### config.mk
export PLATFORM = sky130hd
export DESIGN_NAME = turtle_recovery_sequencer_core
export DESIGN_NICKNAME = d
export VERILOG_FILES = /design/src/trs_pkg.sv /design/src/trs_cfg_regs.sv /design/src/trs_step.sv /design/src/turtle_recovery_sequencer_core.sv
export VERILOG_INCLUDE_DIRS = /design/src /design/src/src
export SDC_FILE = /design/constraint.sdc
export NUM_CORES = 1
export LEC_CHECK = 0
export BUFFER_PORTS_ARGS = -buffer_cell sky130_fd_sc_hd__buf_2
export CORE_UTILIZATION = 45
export DETAILED_ROUTE_END_ITERATION = 8
export GPL_TIMING_DRIVEN = 0
export PLACE_DENSITY = 0.66
export REMOVE_ABC_BUFFERS = 1
export SLEW_MARGIN = 20
export SYNTH_ARGS = -nofsm -noshare
export SYNTH_HDL_FRONTEND = slang
export SYNTH_SLANG_ARGS = --single-unit
### constraint.sdc
create_clock -name clk -period 11.2 [get_ports clk]
set_clock_uncertainty 0.05 [all_clocks]
set_input_delay 2.24 -clock clk [delete_from_list [all_inputs] [get_ports clk]]
set_output_delay 2.24 -clock clk [all_outputs]
set_load 0.02 [all_outputs]
### src/turtle_recovery_sequencer_core_defines.svh
// Assertion macros for the turtle recovery sequencer.
// Expects clk and rst_n in the scope where a macro is used.
`ifndef TURTLE_RECOVERY_SEQUENCER_CORE_DEFINES_SVH
`define TURTLE_RECOVERY_SEQUENCER_CORE_DEFINES_SVH

// condition must hold at every clock edge out of reset
`define TRS_ASSERT_ALWAYS(lbl, cond, msg) \
  lbl: assert property (@(posedge clk) disable iff (!rst_n) (cond)) else $error(msg);

// consequent must hold in the next cycle after the antecedent
`define TRS_ASSERT_NEXT(lbl, ante, cons, msg) \
  lbl: assert property (@(posedge clk) disable iff (!rst_n) (ante) |=> (cons)) else $error(msg);

`endif

### src/trs_pkg.sv
// Shared types and constants for the turtle recovery sequencer.
// No dependencies; used by trs_cfg_regs, trs_step and the top level.
package trs_pkg;

  typedef enum logic [3:0] {
    ST_IDLE   = 4'b0001,
    ST_START  = 4'b0010,
    ST_ROTATE = 4'b0100,
    ST_EXIT   = 4'b1000
  } stage_t;

  // stage codes as reported on the result channel
  localparam logic [1:0] STAGE_IDLE   = 2'd0;
  localparam logic [1:0] STAGE_START  = 2'd1;
  localparam logic [1:0] STAGE_ROTATE = 2'd2;
  localparam logic [1:0] STAGE_EXIT   = 2'd3;

  // register indexes (address bit 2)
  localparam logic REG_THROTTLE = 1'b0;
  localparam logic REG_TIMEOUT  = 1'b1;

  localparam logic [31:0] TIMEOUT_RST = 32'd1000000;
  localparam logic [6:0]  PCT_MAX     = 7'd100;
  // pct*16384/100 = (pct*ceil(2^24/25)) >> 12, exact for pct <= 100
  localparam logic [19:0] RECIP_25    = 20'd671089;

  localparam logic [16:0] MAG_HALF   = 17'd8192;
  localparam logic [14:0] GZ_HALF    = 15'd8192;
  localparam logic [15:0] Q_POS_ONE  = 16'h4000;
  localparam logic [15:0] Q_NEG_ONE  = 16'hC000;

  typedef struct packed {
    logic        cmd;
    logic        on_ground;
    logic [15:0] gravity_z;
    logic [15:0] roll_stick;
    logic [15:0] pitch_stick;
    logic [31:0] now_us;
  } item_t;

  typedef struct packed {
    logic [14:0] thr_q;
    logic [31:0] timeout_us;
  } cfg_t;

  typedef struct packed {
    logic        ready;
    stage_t      stage;
    logic        last_ground;
    logic        axis_pitch;
    logic        dir_positive;
    logic [31:0] start_time;
    logic        reverse;
    logic        ctrl;
    logic        motor;
    logic [15:0] ov_roll;
    logic [15:0] ov_pitch;
    logic [14:0] ov_thr;
  } state_t;

  localparam state_t STATE_RST = '{
    ready:        1'b0,
    stage:        ST_IDLE,
    last_ground:  1'b0,
    axis_pitch:   1'b0,
    dir_positive: 1'b0,
    start_time:   32'd0,
    reverse:      1'b0,
    ctrl:         1'b0,
    motor:        1'b0,
    ov_roll:      16'd0,
    ov_pitch:     16'd0,
    ov_thr:       15'd0
  };

  function automatic logic [1:0] stage_code(input stage_t s);
    logic [1:0] c;
    case (s)
      ST_IDLE:   c = STAGE_IDLE;
      ST_START:  c = STAGE_START;
      ST_ROTATE: c = STAGE_ROTATE;
      ST_EXIT:   c = STAGE_EXIT;
      default:   c = STAGE_IDLE;
    endcase
    return c;
  endfunction

endpackage

### src/trs_cfg_regs.sv
// APB-style register file: throttle percent and rotation timeout.
// Depends on trs_pkg; keeps the scaled throttle value precomputed.
module trs_cfg_regs (
  input  logic              clk,
  input  logic              rst_n,
  input  logic              psel,
  input  logic              penable,
  input  logic              pwrite,
  input  logic [2:0]        paddr,
  input  logic [31:0]       pwdata,
  output logic [31:0]       prdata,
  output logic              pready,
  output trs_pkg::cfg_t     cfg
);

  logic [6:0]  pct_r, pct_nxt;
  logic [14:0] thr_r, thr_nxt;
  logic [31:0] tmo_r, tmo_nxt;
  logic        wr_en;
  logic [6:0]  pct_sat;
  logic [26:0] thr_prod;

  assign pready = 1'b1;
  assign wr_en  = psel && penable && pwrite;

  // saturate to 100 % and scale to Q1.14 by reciprocal multiply
  assign pct_sat  = (pwdata[6:0] > trs_pkg::PCT_MAX) ? trs_pkg::PCT_MAX : pwdata[6:0];
  assign thr_prod = 27'(pct_sat) * 27'(trs_pkg::RECIP_25);

  always_comb begin
    pct_nxt = pct_r;
    thr_nxt = thr_r;
    tmo_nxt = tmo_r;
    if (wr_en) begin
      case (paddr[2])
        trs_pkg::REG_THROTTLE: begin
          pct_nxt = pwdata[6:0];
          thr_nxt = thr_prod[26:12];
        end
        trs_pkg::REG_TIMEOUT: begin
          tmo_nxt = pwdata;
        end
        default: begin
          tmo_nxt = tmo_r;
        end
      endcase
    end
  end

  always_comb begin
    case (paddr[2])
      trs_pkg::REG_THROTTLE: prdata = {25'd0, pct_r};
      trs_pkg::REG_TIMEOUT:  prdata = tmo_r;
      default:               prdata = 32'd0;
    endcase
  end

  always_ff @(posedge clk) begin
    if (!rst_n) begin
      pct_r <= 7'd0;
      thr_r <= 15'd0;
      tmo_r <= trs_pkg::TIMEOUT_RST;
    end else begin
      pct_r <= pct_nxt;
      thr_r <= thr_nxt;
      tmo_r <= tmo_nxt;
    end
  end

  assign cfg.thr_q      = thr_r;
  assign cfg.timeout_us = tmo_r;

endmodule

### src/trs_step.sv
// Next-state logic for one sequencer step (start request or periodic step).
// Depends on trs_pkg; purely combinational.
module trs_step (
  input  trs_pkg::state_t cur,
  input  trs_pkg::item_t  item,
  input  trs_pkg::cfg_t   cfg,
  output trs_pkg::state_t nxt
);

  logic [16:0]      roll_ext, pitch_ext;
  logic [16:0]      roll_mag, pitch_mag;
  logic             roll_pos, pitch_pos;
  logic             gz_neg, gz_up;
  logic             trigger;
  logic [31:0]      elapsed;
  trs_pkg::stage_t  work;

  assign roll_ext  = {item.roll_stick[15], item.roll_stick};
  assign pitch_ext = {item.pitch_stick[15], item.pitch_stick};
  assign roll_mag  = roll_ext[16]  ? (17'd0 - roll_ext)  : roll_ext;
  assign pitch_mag = pitch_ext[16] ? (17'd0 - pitch_ext) : pitch_ext;
  assign roll_pos  = !item.roll_stick[15]  && (item.roll_stick != 16'd0);
  assign pitch_pos = !item.pitch_stick[15] && (item.pitch_stick != 16'd0);
  assign gz_neg    = item.gravity_z[15];
  assign gz_up     = !item.gravity_z[15] && (item.gravity_z[14:0] > trs_pkg::GZ_HALF);
  assign elapsed   = item.now_us - cur.start_time;
  // armed edge: ground flag falls
  assign trigger   = (item.on_ground != cur.last_ground) && !item.on_ground;

  always_comb begin
    nxt  = cur;
    work = cur.stage;
    if (item.cmd) begin
      if (!cur.ready && item.on_ground) begin
        nxt.ready = 1'b1;
        nxt.stage = trs_pkg::ST_IDLE;
      end
    end else if (!cur.ready) begin
      if (cur.stage != trs_pkg::ST_IDLE) begin
        nxt.reverse = 1'b0;
      end
      nxt.stage = trs_pkg::ST_IDLE;
      nxt.ctrl  = 1'b0;
      nxt.motor = 1'b0;
    end else begin
      nxt.last_ground = item.on_ground;
      if (gz_neg && trigger) begin
        work = trs_pkg::ST_START;
      end
      if (gz_up) begin
        work = trs_pkg::ST_EXIT;
      end
      nxt.stage = work;
      case (work)
        trs_pkg::ST_START: begin
          nxt.ctrl         = 1'b1;
          nxt.motor        = 1'b1;
          nxt.reverse      = 1'b1;
          nxt.ov_roll      = 16'd0;
          nxt.ov_pitch     = 16'd0;
          nxt.ov_thr       = 15'd0;
          nxt.axis_pitch   = 1'b0;
          nxt.dir_positive = 1'b0;
          if ((roll_mag > trs_pkg::MAG_HALF) || (pitch_mag > trs_pkg::MAG_HALF)) begin
            // ties go to roll
            if (roll_mag < pitch_mag) begin
              nxt.axis_pitch   = 1'b1;
              nxt.dir_positive = pitch_pos;
            end else begin
              nxt.dir_positive = roll_pos;
            end
            nxt.stage      = trs_pkg::ST_ROTATE;
            nxt.start_time = item.now_us;
          end
        end
        trs_pkg::ST_ROTATE: begin
          nxt.ov_thr = cfg.thr_q;
          if (cur.axis_pitch) begin
            nxt.ov_pitch = cur.dir_positive ? trs_pkg::Q_POS_ONE : trs_pkg::Q_NEG_ONE;
          end else begin
            nxt.ov_roll  = cur.dir_positive ? trs_pkg::Q_POS_ONE : trs_pkg::Q_NEG_ONE;
          end
          // upright case already diverted to exit above
          if (elapsed > cfg.timeout_us) begin
            nxt.stage = trs_pkg::ST_START;
          end
        end
        trs_pkg::ST_EXIT: begin
          nxt.ready   = 1'b0;
          nxt.stage   = trs_pkg::ST_IDLE;
          nxt.ctrl    = 1'b0;
          nxt.motor   = 1'b0;
          nxt.reverse = 1'b0;
        end
        default: begin
          nxt.stage = work;
        end
      endcase
    end
  end

endmodule

### src/turtle_recovery_sequencer_core.sv
// Channel   Direction  Handshake               Beat contents
// in_*      input      in_valid / in_stall     cmd, ground, gravity z, sticks, time
// out_*     output     out_valid / out_stall   stage, flags, override values
// apb       input      psel/penable/pready     throttle percent, timeout
//
// One beat accepted per cycle while in_stall is low; a beat goes into the input register,
// then through the step logic into the state/result register, loaded with out_valid.
// The state registers double as the result register: they only change when
// a beat moves into the output, so a stalled result holds.
// Synchronous active-low reset clears all control state and the overrides.
// in_stall rises only while the input register is full and the output is stalled.
// Top level of the turtle recovery sequencer; uses trs_pkg, trs_cfg_regs, trs_step.
`include "turtle_recovery_sequencer_core_defines.svh"

module turtle_recovery_sequencer_core (
  input  logic        clk,
  input  logic        rst_n,
  input  logic        in_valid,
  output logic        in_stall,
  input  logic        in_cmd,
  input  logic        in_on_ground,
  input  logic signed [15:0] in_gravity_z,
  input  logic signed [15:0] in_roll_stick,
  input  logic signed [15:0] in_pitch_stick,
  input  logic [31:0] in_now_us,
  output logic        out_valid,
  input  logic        out_stall,
  output logic [1:0]  out_stage,
  output logic        out_armed_ready,
  output logic        out_pilot_override,
  output logic        out_motor_test_override,
  output logic        out_reverse_drive,
  output logic signed [15:0] out_override_roll,
  output logic signed [15:0] out_override_pitch,
  output logic signed [15:0] out_override_yaw,
  output logic [14:0] out_override_throttle,
  input  logic        psel,
  input  logic        penable,
  input  logic        pwrite,
  input  logic [2:0]  paddr,
  input  logic [31:0] pwdata,
  output logic [31:0] prdata,
  output logic        pready
);

  trs_pkg::item_t  item_r, item_nxt;
  logic            s1_v_r, s1_v_nxt;
  logic            out_v_r, out_v_nxt;
  trs_pkg::state_t state_r, state_nxt;
  trs_pkg::cfg_t   cfg;
  logic            out_adv, s1_go, in_take;

  trs_cfg_regs u_cfg (
    .clk     (clk),
    .rst_n   (rst_n),
    .psel    (psel),
    .penable (penable),
    .pwrite  (pwrite),
    .paddr   (paddr),
    .pwdata  (pwdata),
    .prdata  (prdata),
    .pready  (pready),
    .cfg     (cfg)
  );

  trs_step u_step (
    .cur  (state_r),
    .item (item_r),
    .cfg  (cfg),
    .nxt  (state_nxt)
  );

  assign out_adv  = !out_v_r || !out_stall;
  assign s1_go    = s1_v_r && out_adv;
  assign in_stall = s1_v_r && !out_adv;
  assign in_take  = in_valid && !in_stall;

  always_comb begin
    item_nxt.cmd         = in_cmd;
    item_nxt.on_ground   = in_on_ground;
    item_nxt.gravity_z   = in_gravity_z;
    item_nxt.roll_stick  = in_roll_stick;
    item_nxt.pitch_stick = in_pitch_stick;
    item_nxt.now_us      = in_now_us;
  end

  always_comb begin
    s1_v_nxt = s1_v_r;
    if (in_take) begin
      s1_v_nxt = 1'b1;
    end else if (s1_go) begin
      s1_v_nxt = 1'b0;
    end
    out_v_nxt = out_v_r;
    if (s1_go) begin
      out_v_nxt = 1'b1;
    end else if (!out_stall) begin
      out_v_nxt = 1'b0;
    end
  end

  always_ff @(posedge clk) begin
    if (in_take) begin
      item_r <= item_nxt;
    end
  end

  always_ff @(posedge clk) begin
    if (!rst_n) begin
      s1_v_r  <= 1'b0;
      out_v_r <= 1'b0;
      state_r <= trs_pkg::STATE_RST;
    end else begin
      s1_v_r  <= s1_v_nxt;
      out_v_r <= out_v_nxt;
      if (s1_go) begin
        state_r <= state_nxt;
      end
    end
  end

  assign out_valid               = out_v_r;
  assign out_stage               = trs_pkg::stage_code(state_r.stage);
  assign out_armed_ready         = state_r.ready;
  assign out_pilot_override      = state_r.ctrl;
  assign out_motor_test_override = state_r.motor;
  assign out_reverse_drive       = state_r.reverse;
  assign out_override_roll       = state_r.ov_roll;
  assign out_override_pitch      = state_r.ov_pitch;
  assign out_override_yaw        = 16'sd0;
  assign out_override_throttle   = state_r.ov_thr;

  `TRS_ASSERT_ALWAYS(a_no_exit_held, state_r.stage != trs_pkg::ST_EXIT, "exit stage was stored")
  `TRS_ASSERT_ALWAYS(a_flags_need_ready, !(state_r.ctrl || state_r.motor) || state_r.ready, "override flag set while not armed")
  `TRS_ASSERT_ALWAYS(a_stage_needs_ready, (state_r.stage == trs_pkg::ST_IDLE) || state_r.ready, "active stage while not armed")
  `TRS_ASSERT_NEXT(a_state_holds_on_stall, out_v_r && out_stall, $stable(state_r), "state moved under a stalled result")

endmodule

Yosys cells after proc, flatten, opt, wreduce, memory -nomap -nowiden
Index checks and enable logic that the tools add are counted.
{ "word_totals": {"inputBits": 124, "output_inout_bits": 104, "register_bits": 228, "elab_cells": 117} }
{ "op_classes": {"n_reduce_logical": 38, "magnitude_cmp": 6, "n_addsub": 3, "n_bitwise": 2, "eq_ne": 13, "mul": 1, "muxes": 31} }
{ "op_table": {"columns": ["operator", "n"], "rows": [
  ["one-hot mux 47 bit (2 select lines)", 1],
  ["one-hot mux 32 bit (2 select lines)", 1],
  ["2-to-1 mux 16 bit", 3],
  ["> comparator 17 x 14 -> 1 bit (second input constant)", 2],
  ["2-to-1 mux 17 bit", 2],
  ["2-to-1 mux 34 bit", 1],
  ["subtractor 1 x 16 -> 17 bit (first input constant)", 2],
  ["> comparator 32 bit", 1],
  ["nonzero test 16 bit", 2],
  ["subtractor 32 bit", 1],
  ["2-to-1 mux 4 bit", 7],
  ["multiplier 7 x 20 -> 27 bit (second input constant)", 1],
  ["< comparator 17 bit", 1],
  ["> comparator 15 x 14 -> 1 bit (second input constant)", 1],
  ["AND reduction 5 bit", 3],
  ["one-hot mux 4 bit (3 select lines)", 1],
  ["AND reduction 4 bit", 3],
  ["logical AND 1 bit", 11],
  ["2-to-1 mux 5 bit", 2],
  ["zero test 1 bit", 9],
  ["2-to-1 mux 1 bit", 9],
  ["== test 4 x 2 -> 1 bit (second input constant)", 2],
  ["== test 4 x 3 -> 1 bit (second input constant)", 2],
  ["== test 4 bit (second input constant)", 2],
  ["15 further kinds", 24]
]} }

Longest topological paths before layout
{ "depth": {"ltp_word": 11, "depth_mapped": 21, "depth_no_buf": 21} }

Modules after synthesis
Synthesis repeated with hierarchy kept, for this count alone.
{ "unflattened": {"cells_unflattened": 1827, "hier_area_um2": 16343.2} }
{ "modules_own_cells": {"columns": ["module", "area_per_inst_um2", "n_inst", "seq_area_each_um2", "cells_each"], "rows": [
  ["turtle_recovery_sequencer_core", 6735.2, 1, 4304.1, 548],
  ["trs_step", 5188.7, 1, 0.0, 739],
  ["trs_cfg_regs", 4419.2, 1, 1081.0, 540]
]} }

Worst setup path after synthesis
No wires, ideal clock.
{ "synth_path": {"kind": "input to register", "startpoint": "input port pwdata[2]", "endpoint": "register u_cfg.thr_r[12]", "setup_ns": 0.122, "stages": 16, "path_slack_ns": 4.418, "t_arrival_ns": 6.610, "t_required_ns": 11.028, "n_path_buf": 0, "path_cell_list": "o311ai_0 -> nand2_1 -> inv_1 -> fa_1 -> fa_1 -> inv_1 -> fa_1 -> fa_1 -> inv_1 -> ha_1 -> a2111o_1 -> a211oi_1 -> or2_2 -> nor3b_1 -> mux2i_1 -> a311o_1"} }
{ "synth_between": {"elab_chain_len": 3} }
{ "synth_rtl": {"columns": ["element", "line_no", "text"], "rows": [
  ["from (decl)", "turtle_recovery_sequencer_core.sv:41", "input logic [31:0] pwdata,"],
  ["> comparator 7 bit", "trs_cfg_regs.sv:27", "assign pct_sat = (pwdata[6:0] > trs_pkg::PCT_MAX) ? trs_pkg::PCT_MAX : pwdata[6:0];"],
  ["2-to-1 mux 7 bit *", "trs_cfg_regs.sv:27", null],
  ["multiplier 7 x 20 -> 27 bit *", "trs_cfg_regs.sv:28", "assign thr_prod = 27'(pct_sat) * 27'(trs_pkg::RECIP_25);"],
  ["to (signal assigned)", "trs_cfg_regs.sv:65", "thr_r <= thr_nxt;"],
  ["to (decl)", "trs_cfg_regs.sv:17", "logic [14:0] thr_r, thr_nxt;"]
]} }
Mark *: on every way between the ends. The rest lies on a longest branch, timed or not.
A chain may end at the register's enable or synchronous reset.

Worst setup path in the final report
{ "layout_path": {"startpoint": "input port pwdata[3]", "endpoint": "register u_cfg.thr_r[12]"} }
Same word-level chain as after synthesis.

==> results.yml <==
clock_network:
  numCtsBuffers: 17
  post_cts_buffers: 0
  cts.clk_slew.worst_paths_ns: 0.08
  cts_resized: 0
  htree_num_levels: 4
  holdBufCountCts: 0
  clock_tree.root_cell: "clkbuf_16"
  clock_latency_ns: 0.45
  cts_tree: "yes"
  clock_path_buffers: 2
  cts_sinks: 199
placement:
  dp_cells: 2003
  gp_congestion: 0.862
  pre_cts_slack_ns: 3.75
  post-dp-hpwl_um: 23000
  dpl_cell_area_um2: 14700
  port_buffers: 180
timing:
  tightest_slew_ns: 0.923
  whs_ns: 0.410
  hold_violations: 0
  fin_ws_ns: 4.22
  maxSlewHeadroom_pct: 37.7
  fin_tns_setup_ns: 0
  finalCriticalPeriod_ns: 6.98
  rsz0062_at_grt: "false"
  max_freq_ghz: 0.143
  fin_crit_sh_pct: 62.4
  setup_viol: 0
  final_max_slew_viol_count: 0
synthesis:
  syn_area_um2: 13800
  syn_inst: 1503
  synth_edf_count: 82
  synth_seq_cells: 199
  synth-seq-area-share_pct: 34.9
  synth_cell_types: 81
  synth_warnings: 0
  synth_ff_type: "dfxtp_1"
  synthArstFlopShare_pct: 0
  syn_avg_cell_area_um2: 9.15
finish:
  final_common_cell: "nand2_1"
  area_growth_pct: 11.5
  final_nets: 1924
  drive_gt1_share_pct: 15.5
  final_cell_mix: "192 x nand2_1, 179 x buf_2, 142 x ha_1"
  finalNonFillerCells: 2038
  fin_area_um2: 15300
  fillCellCount: 2783
  fin_util_pct: 51.3
power:
  p_comb_share_pct: 28.9
  p_per_area_nw_per_um2: 130
  fin_total_pwr_mw: 1.99
  power.internal_mw: 1.35
  vdd_ir_drop_max_mv: 0.109
  seqPwrFrac_pct: 40.5
  switching_share_pct: 32.2
  clock_power_share_pct: 30.6
  p_leak_nw: 6.41
  p_switching_uw: 639
floorplan:
  num_rows: 63
  io_pins: 228
  die_area_um2: 31300
  die_h_um: 177
  start_util_pct: 46.0
  die_w_um: 177
  core_area_um2: 29900
outcome:
  outcome: "finished, final reports clean"
worst_setup_path:
  worstPathRequired_ns: 11.49
  r2r_end: "state_r[86]$_SDFFE_PN0P_"
  path_cells: "buf_2 -> o311ai_0 -> nand2_1 -> inv_1 -> fa_1 -> fa_1 -> inv_1 -> fa_1 -> fa_1 -> inv_1 -> ha_1 -> a2111o_1 -> a211oi_1 -> or2_2 -> nor3b_1 -> mux2i_1 -> a311o_1"
  worstRegToRegCells: 16
  cp_max_fo: 5
  end_kind: "flop"
  critical_path.slowest_cell: "o311ai_0"
  crit_path_max_incr_delay_ns: 0.57
  r2r_slack_ns: 6.10
  cp_common_cell: "fa_1"
  cp.arrival_ns: 7.27
  path_buf_inv: 4
  worstSetupStartpointType: "input port"
  critPathTopFamily: "adder cells"
  r2r-start: "item_r[13]$_DFFE_PP_"
  crit_type: "in2reg"
global_route:
  grt_max_degree: 101
  grt_pass1_wl_um: 49600
  grt_pass1_vias: 10107
  grt_use_total_pct: 19.9
  gr-total-overflow: 0
  antenna_found_initial: 3
min_path:
  hold_depth: 2
  min_to: "state_r[57]$_SDFFE_PN0P_"
  min_from: "state_r[57]$_SDFFE_PN0P_"
  hold_path_class: "reg2reg"
route:
  drc: 0
  via_count: 10775
  ant_nets: 0
  viasPerCell: 5.29
  drt_iter0_drc: 624
  dr.pass1.iters: 5
  wl_per_cell_um: 14.9
  drt-total-wl_um: 30300
flow_run:
  cap_violations: 0
[routing by layer]
layer  wire length (µm)  up-vias  track usage (%)
li1                   -     5411                -
met1              14000     5100             25.8
met2              14700      233             33.6
met3               1170       31             3.46
met4                448        0             6.03
met5                  0        -                0
[final cells by class]
cell class | count | area [µm²] | share of cell area (%)
clock inverters | 15 | 146 | 0.955
well taps | 390 | 488 | 3.18
repair buffers | 188 | 1090 | 7.14
diodes | 3 | 7.51 | 0.0490
inverters | 134 | 503 | 3.28
clock buffers | 17 | 425 | 2.78
flip-flops and latches | 199 | 4800 | 31.3
multi-input cells | 1092 | 7860 | 51.3
[worst max-delay path by stage]
stage	from	to	slack, ns	cells past startpoint
floorplan	pwdata[2]	u_cfg.thr_r[12]$_SDFFE_PN0P_	4.42	16
global placement	out_stall	item_r[29]$_DFFE_PP_	2.38	3
detailed placement	pwdata[2]	u_cfg.thr_r[12]$_SDFFE_PN0P_	3.75	17
CTS	pwdata[2]	u_cfg.thr_r[12]$_SDFFE_PN0P_	4.22	17
global route	pwdata[3]	u_cfg.thr_r[14]$_SDFFE_PN0P_	3.90	17
finish	pwdata[3]	u_cfg.thr_r[12]$_SDFFE_PN0P_	4.22	17
[cell families after synthesis]
| logic type | Yosys count | share of synthesized area [%] |
|---|---|---|
| muxes | 47 | 3.49 |
| and+or+nand+nor | 471 | 16.9 |
| buffers and inverters | 257 | 9.33 |
| AOI/OAI and AO/OA | 297 | 14.6 |
| other | 2 | 0.0546 |
| xor gates and xnor gates | 62 | 3.95 |
| DFF | 199 | 34.9 |
| adders and majority gates | 168 | 16.7 |
[flip-flops by register name, summed over array words and instances (netlist names)]
register               count
out_override_pitch         2
u_cfg.pct_r                7
out_pilot_override         1
out_override_roll          2
out_valid                  1
state_r                   39
u_cfg.tmo_r               32
u_cfg.thr_r               15
s1_v_r                     1
out_armed_ready            1
out_reverse_drive          1
out_override_throttle     15
item_r                    82
[cell usage after synthesis (all sizes together), types with 5 or more instances]
| library cell | count | area share [%] |
|---|---|---|
| nand3 | 23 | 0.84 |
| xnor2 | 40 | 2.5 |
| and2 | 14 | 0.66 |
| dfxtp | 117 | 17 |
| or2 | 9 | 0.41 |
| nor3 | 27 | 0.98 |
| nor2b | 35 | 1.6 |
| a21o | 23 | 1.3 |
| o21a | 11 | 0.60 |
| o31ai | 10 | 0.55 |
| clkbuf | 47 | 1.3 |
| nor4 | 10 | 0.50 |
| ha | 142 | 13 |
| a211oi | 12 | 0.73 |
| inv | 133 | 3.6 |
| a31oi | 6 | 0.27 |
| o211ai | 14 | 0.80 |
| nand4 | 19 | 0.86 |
| a21oi | 63 | 2.3 |
| or4 | 9 | 0.55 |
| nor2 | 72 | 2.0 |
| nand2 | 192 | 5.2 |
| o41ai | 6 | 0.38 |
| xor2 | 22 | 1.4 |
| fa | 26 | 3.8 |
| buf | 76 | 4.4 |
| o21bai | 5 | 0.27 |
| nand3b | 8 | 0.44 |
| or3 | 5 | 0.26 |
| edfxtp | 82 | 18 |
| a21boi | 39 | 2.1 |
| a22oi | 16 | 0.87 |
| and3 | 12 | 0.55 |
| o21ai | 52 | 1.9 |
| mux2 | 8 | 0.66 |
| mux2i | 39 | 2.8 |
| nand2b | 13 | 0.59 |
[power groups by stage]
stage                     Combinational, mW  Clock, mW  Sequential [mW]
after detailed placement              0.572          0            0.820
after floorplan                       0.430          0            0.816
after global placement                0.555          0            0.823
final                                 0.574      0.608            0.804
after global routing                  0.658      0.653            0.807
after CTS                             0.579      0.627            0.804
[worst register-to-register path, cell delays in order (launching register included)]
cell and delay, ns:
edfxtp_1 0.42, ha_1 0.41, and4_1 0.27, and4_1 0.28, nand3_1 0.09, a211oi_1 0.41, o21ai_0 0.26, a31oi_1 0.61
o311ai_0 0.30, ha_1 0.36, nand4_1 0.20, nor4bb_1 0.47, nand3_1 0.15, o311a_1 0.19, nor3_1 0.20, o21ai_0 0.13
a32o_1 0.21
Power figures use the tool's default switching activity.
